==> src/hw/rtl/sha1hs_pkg.sv <==
// sha1 stream hasher package: initial hash, round constants, round function
// and the control/status structs shared by the top level and the round core
// no dependencies

package sha1hs_pkg;

    localparam logic [31:0] IV0 = 32'h67452301;
    localparam logic [31:0] IV1 = 32'hEFCDAB89;
    localparam logic [31:0] IV2 = 32'h98BADCFE;
    localparam logic [31:0] IV3 = 32'h10325476;
    localparam logic [31:0] IV4 = 32'hC3D2E1F0;

    localparam logic [31:0] K0 = 32'h5A827999;
    localparam logic [31:0] K1 = 32'h6ED9EBA1;
    localparam logic [31:0] K2 = 32'h8F1BBCDC;
    localparam logic [31:0] K3 = 32'hCA62C1D6;

    localparam logic [7:0]  PAD_MARK   = 8'h80;
    localparam int unsigned NUM_ROUNDS = 80;
    localparam logic [6:0]  LAST_ROUND = 7'(NUM_ROUNDS - 1);

    typedef struct packed {
        logic       put;
        logic [7:0] put_byte;
        logic       word_end;
        logic       start;
        logic       reload;
    } t_core_ctrl;

    typedef struct packed {
        logic done;
    } t_core_stat;

    function automatic logic [31:0] sha1hs_f(input logic [6:0] t, input logic [31:0] b,
                                             input logic [31:0] c, input logic [31:0] d);
        logic [31:0] r;
        if (t < 7'd20) begin
            r = (b & c) | (~b & d);
        end else if (t < 7'd40) begin
            r = b ^ c ^ d;
        end else if (t < 7'd60) begin
            r = (b & c) | (b & d) | (c & d);
        end else begin
            r = b ^ c ^ d;
        end
        return r;
    endfunction

    function automatic logic [31:0] sha1hs_k(input logic [6:0] t);
        logic [31:0] r;
        if (t < 7'd20) begin
            r = K0;
        end else if (t < 7'd40) begin
            r = K1;
        end else if (t < 7'd60) begin
            r = K2;
        end else begin
            r = K3;
        end
        return r;
    endfunction

endpackage

==> src/hw/rtl/sha1hs_core.sv <==
// sha1 round core: chaining words, working variables, 16-word schedule line
// and one round unit reused for all 80 rounds of a block
// depends on sha1hs_pkg

module sha1hs_core (
    input  logic                   i_clk,
    input  logic                   i_rst_n,
    input  sha1hs_pkg::t_core_ctrl i_ctrl,
    output sha1hs_pkg::t_core_stat o_stat,
    output logic [159:0]           o_chain
);
    import sha1hs_pkg::*;

    logic [31:0] r_chain [5];
    logic [31:0] r_var   [5];
    logic [31:0] r_w     [16];
    logic [23:0] r_acc;
    logic [6:0]  r_round;
    logic        r_busy;
    logic        r_fin;

    logic [31:0] w_mix;
    logic [31:0] w_new;
    logic [31:0] w_t;
    logic [31:0] round_sum;
    logic [31:0] shift_in;
    logic        shift_en;

    assign w_mix     = r_w[13] ^ r_w[8] ^ r_w[2] ^ r_w[0];
    assign w_new     = {w_mix[30:0], w_mix[31]};
    assign w_t       = (r_round < 7'd16) ? r_w[0] : w_new;
    assign round_sum = {r_var[0][26:0], r_var[0][31:27]}
                     + sha1hs_f(r_round, r_var[1], r_var[2], r_var[3])
                     + r_var[4] + sha1hs_k(r_round) + w_t;

    assign shift_en = r_busy || (i_ctrl.put && i_ctrl.word_end);
    assign shift_in = r_busy ? w_t : {r_acc, i_ctrl.put_byte};

    // byte packing and schedule line
    always_ff @(posedge i_clk) begin
        if (i_ctrl.put) begin
            r_acc <= {r_acc[15:0], i_ctrl.put_byte};
        end
        if (shift_en) begin
            for (int i = 0; i < 15; i++) begin
                r_w[i] <= r_w[i+1];
            end
            r_w[15] <= shift_in;
        end
    end

    // round sequencing
    always_ff @(posedge i_clk) begin
        if (!i_rst_n) begin
            r_busy  <= 1'b0;
            r_fin   <= 1'b0;
            r_round <= '0;
        end else begin
            r_fin <= 1'b0;
            if (i_ctrl.start) begin
                r_busy  <= 1'b1;
                r_round <= '0;
            end else if (r_busy) begin
                if (r_round == LAST_ROUND) begin
                    r_busy  <= 1'b0;
                    r_fin   <= 1'b1;
                    r_round <= '0;
                end else begin
                    r_round <= r_round + 7'd1;
                end
            end
        end
    end

    // working variables
    always_ff @(posedge i_clk) begin
        if (i_ctrl.start) begin
            for (int i = 0; i < 5; i++) begin
                r_var[i] <= r_chain[i];
            end
        end else if (r_busy) begin
            r_var[4] <= r_var[3];
            r_var[3] <= r_var[2];
            r_var[2] <= {r_var[1][1:0], r_var[1][31:2]};
            r_var[1] <= r_var[0];
            r_var[0] <= round_sum;
        end
    end

    // chaining words
    always_ff @(posedge i_clk) begin
        if (!i_rst_n || i_ctrl.reload) begin
            r_chain[0] <= IV0;
            r_chain[1] <= IV1;
            r_chain[2] <= IV2;
            r_chain[3] <= IV3;
            r_chain[4] <= IV4;
        end else if (r_fin) begin
            for (int i = 0; i < 5; i++) begin
                r_chain[i] <= r_chain[i] + r_var[i];
            end
        end
    end

    assign o_stat.done = r_fin;
    assign o_chain     = {r_chain[4], r_chain[3], r_chain[2], r_chain[1], r_chain[0]};

endmodule

==> src/hw/rtl/sha1_hash_stream.sv <==
// SHA-1 over a byte stream, at most one byte per input transfer. Input is
// taken only in the idle state; the transfer that fills a 64-byte block is
// followed by a busy phase of the single round unit (80 rounds, then the
// chain update). Closing a message pads one byte per cycle, held while a
// filled block is compressed, and runs one or two further compressions
// before the digest is offered; the next message can be taken while the
// digest still waits on the output.
// depends on sha1hs_pkg and sha1hs_core

module sha1_hash_stream (
    input  logic         i_clk,
    input  logic         i_rst_n,
    input  logic         s_axis_tvalid,
    output logic         s_axis_tready,
    input  logic [7:0]   s_axis_tdata,  // msg_byte
    input  logic         s_axis_tuser,  // byte_present
    input  logic         s_axis_tlast,  // last
    output logic         m_axis_tvalid,
    input  logic         m_axis_tready,
    output logic [159:0] m_axis_tdata   // digest_h0 in bits 31:0 up to digest_h4 in bits 159:128
);
    import sha1hs_pkg::*;

    typedef enum logic [5:0] {
        ST_IDLE = 6'b000001,
        ST_PADM = 6'b000010,
        ST_PADZ = 6'b000100,
        ST_PADL = 6'b001000,
        ST_COMP = 6'b010000,
        ST_OUTW = 6'b100000
    } t_state;

    typedef enum logic [1:0] {
        RET_IDLE = 2'd0,
        RET_MARK = 2'd1,
        RET_PAD  = 2'd2,
        RET_OUT  = 2'd3
    } t_ret;

    t_state       r_state, n_state;
    t_ret         r_ret, n_ret;
    logic [5:0]   r_fill, n_fill;
    logic [63:0]  r_bitlen, n_bitlen;
    logic         r_m_valid;
    logic [159:0] r_m_data;
    logic         load_out;

    t_core_ctrl   ctrl;
    t_core_stat   stat;
    logic [159:0] chain;

    logic         s_xfer;
    logic         full;

    assign s_axis_tready = (r_state == ST_IDLE);
    assign s_xfer        = s_axis_tvalid && s_axis_tready;
    assign full          = (r_fill == 6'd63);

    always_comb begin
        n_state       = r_state;
        n_ret         = r_ret;
        n_fill        = r_fill;
        n_bitlen      = r_bitlen;
        load_out      = 1'b0;
        ctrl.put      = 1'b0;
        ctrl.put_byte = 8'd0;
        ctrl.word_end = (r_fill[1:0] == 2'b11);
        ctrl.start    = 1'b0;
        ctrl.reload   = 1'b0;
        unique case (r_state)
            ST_IDLE: begin
                if (s_xfer) begin
                    if (s_axis_tuser) begin
                        ctrl.put      = 1'b1;
                        ctrl.put_byte = s_axis_tdata;
                        n_fill        = r_fill + 6'd1;
                        n_bitlen      = r_bitlen + 64'd8;
                    end
                    if (s_axis_tuser && full) begin
                        ctrl.start = 1'b1;
                        n_ret      = s_axis_tlast ? RET_MARK : RET_IDLE;
                        n_state    = ST_COMP;
                    end else if (s_axis_tlast) begin
                        n_state = ST_PADM;
                    end
                end
            end
            ST_PADM: begin
                ctrl.put      = 1'b1;
                ctrl.put_byte = PAD_MARK;
                n_fill        = r_fill + 6'd1;
                if (full) begin
                    ctrl.start = 1'b1;
                    n_ret      = RET_PAD;
                    n_state    = ST_COMP;
                end else begin
                    n_state = ST_PADZ;
                end
            end
            ST_PADZ: begin
                if (r_fill == 6'd56) begin
                    n_state = ST_PADL;
                end else begin
                    ctrl.put = 1'b1;
                    n_fill   = r_fill + 6'd1;
                    if (full) begin
                        ctrl.start = 1'b1;
                        n_ret      = RET_PAD;
                        n_state    = ST_COMP;
                    end
                end
            end
            ST_PADL: begin
                ctrl.put      = 1'b1;
                ctrl.put_byte = r_bitlen[63:56];
                n_bitlen      = {r_bitlen[55:0], 8'd0};
                n_fill        = r_fill + 6'd1;
                if (full) begin
                    ctrl.start = 1'b1;
                    n_ret      = RET_OUT;
                    n_state    = ST_COMP;
                end
            end
            ST_COMP: begin
                if (stat.done) begin
                    unique case (r_ret)
                        RET_IDLE: n_state = ST_IDLE;
                        RET_MARK: n_state = ST_PADM;
                        RET_PAD:  n_state = ST_PADZ;
                        RET_OUT:  n_state = ST_OUTW;
                    endcase
                end
            end
            ST_OUTW: begin
                if (!r_m_valid || m_axis_tready) begin
                    load_out    = 1'b1;
                    ctrl.reload = 1'b1;
                    n_bitlen    = 64'd0;
                    n_fill      = 6'd0;
                    n_state     = ST_IDLE;
                end
            end
            default: n_state = ST_IDLE;
        endcase
    end

    always_ff @(posedge i_clk) begin
        if (!i_rst_n) begin
            r_state   <= ST_IDLE;
            r_ret     <= RET_IDLE;
            r_fill    <= 6'd0;
            r_bitlen  <= 64'd0;
            r_m_valid <= 1'b0;
        end else begin
            r_state  <= n_state;
            r_ret    <= n_ret;
            r_fill   <= n_fill;
            r_bitlen <= n_bitlen;
            if (load_out) begin
                r_m_valid <= 1'b1;
            end else if (m_axis_tready) begin
                r_m_valid <= 1'b0;
            end
        end
    end

    always_ff @(posedge i_clk) begin
        if (load_out) begin
            r_m_data <= chain;
        end
    end

    sha1hs_core u_core (
        .i_clk   (i_clk),
        .i_rst_n (i_rst_n),
        .i_ctrl  (ctrl),
        .o_stat  (stat),
        .o_chain (chain)
    );

    assign m_axis_tvalid = r_m_valid;
    assign m_axis_tdata  = r_m_data;

endmodule

==> config.mk <==
export PLATFORM = sky130hd
export DESIGN_NAME = sha1_hash_stream
export DESIGN_NICKNAME = d
export VERILOG_FILES = /design/src/hw/rtl/sha1hs_pkg.sv /design/src/hw/rtl/sha1hs_core.sv /design/src/hw/rtl/sha1_hash_stream.sv
export SDC_FILE = /design/constraint.sdc
export NUM_CORES = 2
export LEC_CHECK = 0
export BUFFER_PORTS_ARGS = -buffer_cell sky130_fd_sc_hd__buf_2
export CORE_MARGIN = 1
export CORE_UTILIZATION = 57
export CTS_BUF_LIST = sky130_fd_sc_hd__clkbuf_16
export DETAILED_ROUTE_END_ITERATION = 8
export GPL_TIMING_DRIVEN = 1
export PLACE_DENSITY_LB_ADDON = 0.12
export SYNTH_ARGS = -nofsm -noshare
export SYNTH_HDL_FRONTEND = slang
export SYNTH_HIERARCHICAL = 1
export SYNTH_SLANG_ARGS = --single-unit
==> constraint.sdc <==
create_clock -name i_clk -period 13.3 [get_ports i_clk]
set_clock_uncertainty 0.05 [all_clocks]
set_input_delay 1.33 -clock i_clk [delete_from_list [all_inputs] [get_ports i_clk]]
set_output_delay 1.33 -clock i_clk [all_outputs]
set_load 0.01 [all_outputs]
==> impl_metrics.tcl <==
set metrics [dict create \
    drtIter0Drc 3757 \
    maxSlewHeadroom 0.1409 \
    port_buffers 175 \
    rsz0062_at_grt "false" \
    maxClockFrequency_ghz 0.1505 \
    io_pins 176 \
    p_per_area_nw_per_um2 119.7 \
    crit-reg2reg-capture "u_core/r_var[0][29]" \
    cp_max_fo 36 \
    clockBufferDepth 3 \
    vias 34840 \
    synth.cell_area_um2 53650 \
    die_w_um 308.8 \
    start_util 0.5749 \
    ant_nets 0 \
    drive_gt1_frac 0.09457 \
    synth_cell_types 98 \
    irDropWorstVdd_mv 0.1047 \
    rows 112 \
    cp-end-kind "flip-flop" \
    crit_required_ns 13.68 \
    grt_max_degree 193 \
    criticalPathCategory "flip-flop to flip-flop" \
    die_y_um 308.8 \
    post-cts-setup-buffer-count 0 \
    core_area_um2 93330 \
    antenna_found_initial 5 \
    drc 0 \
    rr_worst_depth 23 \
    min_from "u_core/r_w[0][47]" \
    r2r-start "u_core/r_round[5]" \
    grt_pass1_vias 32220 \
    fin_ws_ns 6.657 \
    cts_sinks 1101 \
    cts_tree "built" \
    synth_edf_count 1016 \
    pwr-share-seq 0.538 \
    cts.clk_slew.worst_paths_ns 0.06 \
    h-tree-depth 3 \
    hold_viol_final 0 \
    worst_pin_slew_ns 1.275 \
    power_frac_comb 0.035 \
    period_needed_ns 6.643 \
    grt_overflow 0 \
    routed_wl_um 130800 \
    hold_path_class "flip-flop to flip-flop" \
    ys_ff_latch 1101 \
    synth_top_area_share 0.5687 \
    synth_flop_cell "edfxtp_1" \
    grt_pass1_wl_um 196600 \
    async_flop_share 0 \
    p_sw_uw 1543 \
    globalplace.congestion 0.9536 \
    place_ws_ns 6.741 \
    p_leak_uw 0.02183 \
    avgSynthCellArea_um2 12.33 \
    rrSetupSlack_ns 6.66 \
    post_drt_wl_per_cell_um 22.26 \
    final_common_cell "edfxtp_1" \
    vias_per_cell 5.930 \
    synth_top_area_cell "edfxtp_1" \
    max-cap-violations 0 \
    drtPass1Iterations 5 \
    ys_warn_count 6 \
    cts_resized 0 \
    syn_nets 4713 \
    synthCells 4350 \
    hold_buffers 0 \
    track_usage 0.2747 \
    setup_viol 0 \
    areaGrowthSynthToFinish_pct 10.69 \
    cp-start-kind "flip-flop" \
    mostFrequentLayoutCells "edfxtp_1 (1016), nand2_1 (652), inv_1 (246)" \
    layout.nets 4888 \
    hold_depth 0 \
    status "complete, no violations" \
    power.internal_uw 5564 \
    pwr-share-clk 0.427 \
    swShare 0.2171 \
    dpl.hpwl_um 92530 \
    period_share 0.4994 \
    crit_arrival_ns 7.02 \
    yosysSeqAreaShare 0.6004 \
    final-max-slew-violation-count 0 \
    numCtsBuffers 111 \
    insertion_delay_ns 0.71 \
    synthTopCellsByArea "edfxtp_1 (57%), ha_1 (5.2%), fa_1 (4.7%), nand2_1 (4.6%), dfxtp_1 (3.2%)" \
    tns_ns 0 \
    cts_root_buffer "clkbuf_16" \
    die_area_um2 95360 \
    whs_endpoint "u_core/r_w[0][15]" \
]
## worst max-delay path by stage
stage	startpoint	end	slack (ns)
finish	u_core/r_round[5]	u_core/r_var[0][29]	6.66
global route	u_core/r_round[5]	u_core/r_var[0][29]	6.38
CTS	u_core/r_round[5]	u_core/r_var[0][29]	6.78
detailed placement	u_core/r_round[5]	u_core/r_var[0][29]	6.74
global placement	u_core/r_round[4]	u_core/r_var[0][29]	6.95
floorplan	s_axis_tvalid	u_core/r_w[0][0]	4.33
## per-stage QoR
| step | total power, µW | cell area, µm² | utilization | hold slack, ns | cells |
|---|---|---|---|---|---|
| after floorplan | 4076 | 53650 | - | 0.3503 | 4350 |
| after global placement | 4140 | 55820 | 0.5981 | 0.3502 | 5666 |
| after detailed placement | 4143 | 55820 | 0.5981 | 0.3545 | 5666 |
| after CTS | 7177 | 59380 | 0.6363 | 0.3402 | 5875 |
| after global routing | 7336 | 59380 | 0.6363 | 0.3446 | 5876 |
| final | 7107 | 59380 | 0.6363 | 0.3521 | 5876 |
## metal layers
layer  vias to the layer above  wire (µm)  track usage
met5                         -          0            0
met4                         0       4125      0.09511
met3                       186      11770      0.04111
met2                      1408      52040       0.3676
met1                     16980      62890       0.4501
li1                      16270          -            -
## cell type report
class	instances	area (µm²)
Timing Repair Buffer	211	1171
Tap cell	1254	1569
Clock buffer	112	2803
Sequential cell	1101	32210
Fill cell	7284	33950
Clock inverter	97	754.5
Inverter	224	840.8
Multi-Input combinational cell	2876	20030
Antenna cell	1	2.502
## flip-flops by register name (all words and copies together) (netlist names)
| signal | flops |
|---|---|
| u_core/r_acc | 24 |
| m_axis_tvalid | 1 |
| u_core/r_round | 7 |
| u_core/r_chain | 160 |
| m_axis_tdata | 160 |
| r_bitlen | 61 |
| r_fill | 6 |
| u_core/r_w | 512 |
| u_core/r_var | 160 |
| u_core/o_stat | 1 |
| r_ret | 2 |
| u_core/r_busy | 1 |
| r_state | 6 |
## logic make-up after synthesis
group | Yosys count | synth area share
flops | 1101 | 0.6004
fa+ha+maj | 349 | 0.09888
mux | 55 | 0.01070
simple gates | 1388 | 0.1198
compound gates | 858 | 0.1058
xor+xnor | 226 | 0.03715
buf+inv | 373 | 0.02729
## synthesized netlist by cell type, types with 36 or more instances
library cell / n
o21ai_1: 61
and3_1: 39
nand3_1: 77
clkbuf_1: 103
nand2b_1: 40
and2_1: 40
xnor2_1: 154
nand4_1: 45
nor3_1: 82
inv_1: 224
edfxtp_1: 1016
fa_1: 125
o21a_1: 46
nor2_1: 241
a21o_1: 91
nor2b_1: 60
nand2_1: 652
o21ai_0: 157
a21oi_1: 189
ha_1: 224
a211oi_1: 37
xor2_1: 71
mux2i_1: 36
dfxtp_1: 85
## power groups by stage
stage / Sequential (µW) / Combinational [µW] / Clock, µW
3_3_place_gp: 3900 / 243 / 0
6_report: 3820 / 249 / 3030
4_1_cts: 3820 / 247 / 3110
5_1_grt: 3830 / 276 / 3230
2_1_floorplan: 3880 / 194 / 0
3_5_place_dp: 3900 / 246 / 0
## critical path, cell delays in order (launching register included)
cell	delay, ns
dfxtp_1	0.50
o21ai_1	0.19
or3_1	0.33
buf_4	0.26
nand2_1	0.10
buf_4	0.35
nor2_1	0.09
a211oi_1	0.32
fa_1	0.47
inv_1	0.09
fa_1	0.44
fa_1	0.45
inv_1	0.07
ha_1	0.18
inv_1	0.07
fa_1	0.40
nor2b_1	0.16
o31ai_1	0.15
a211o_1	0.34
a211oi_1	0.56
o21ai_1	0.19
a31oi_1	0.24
mux2i_1	0.20
o311ai_0	0.13
Note: power is estimated with default switching activity, not from simulation.
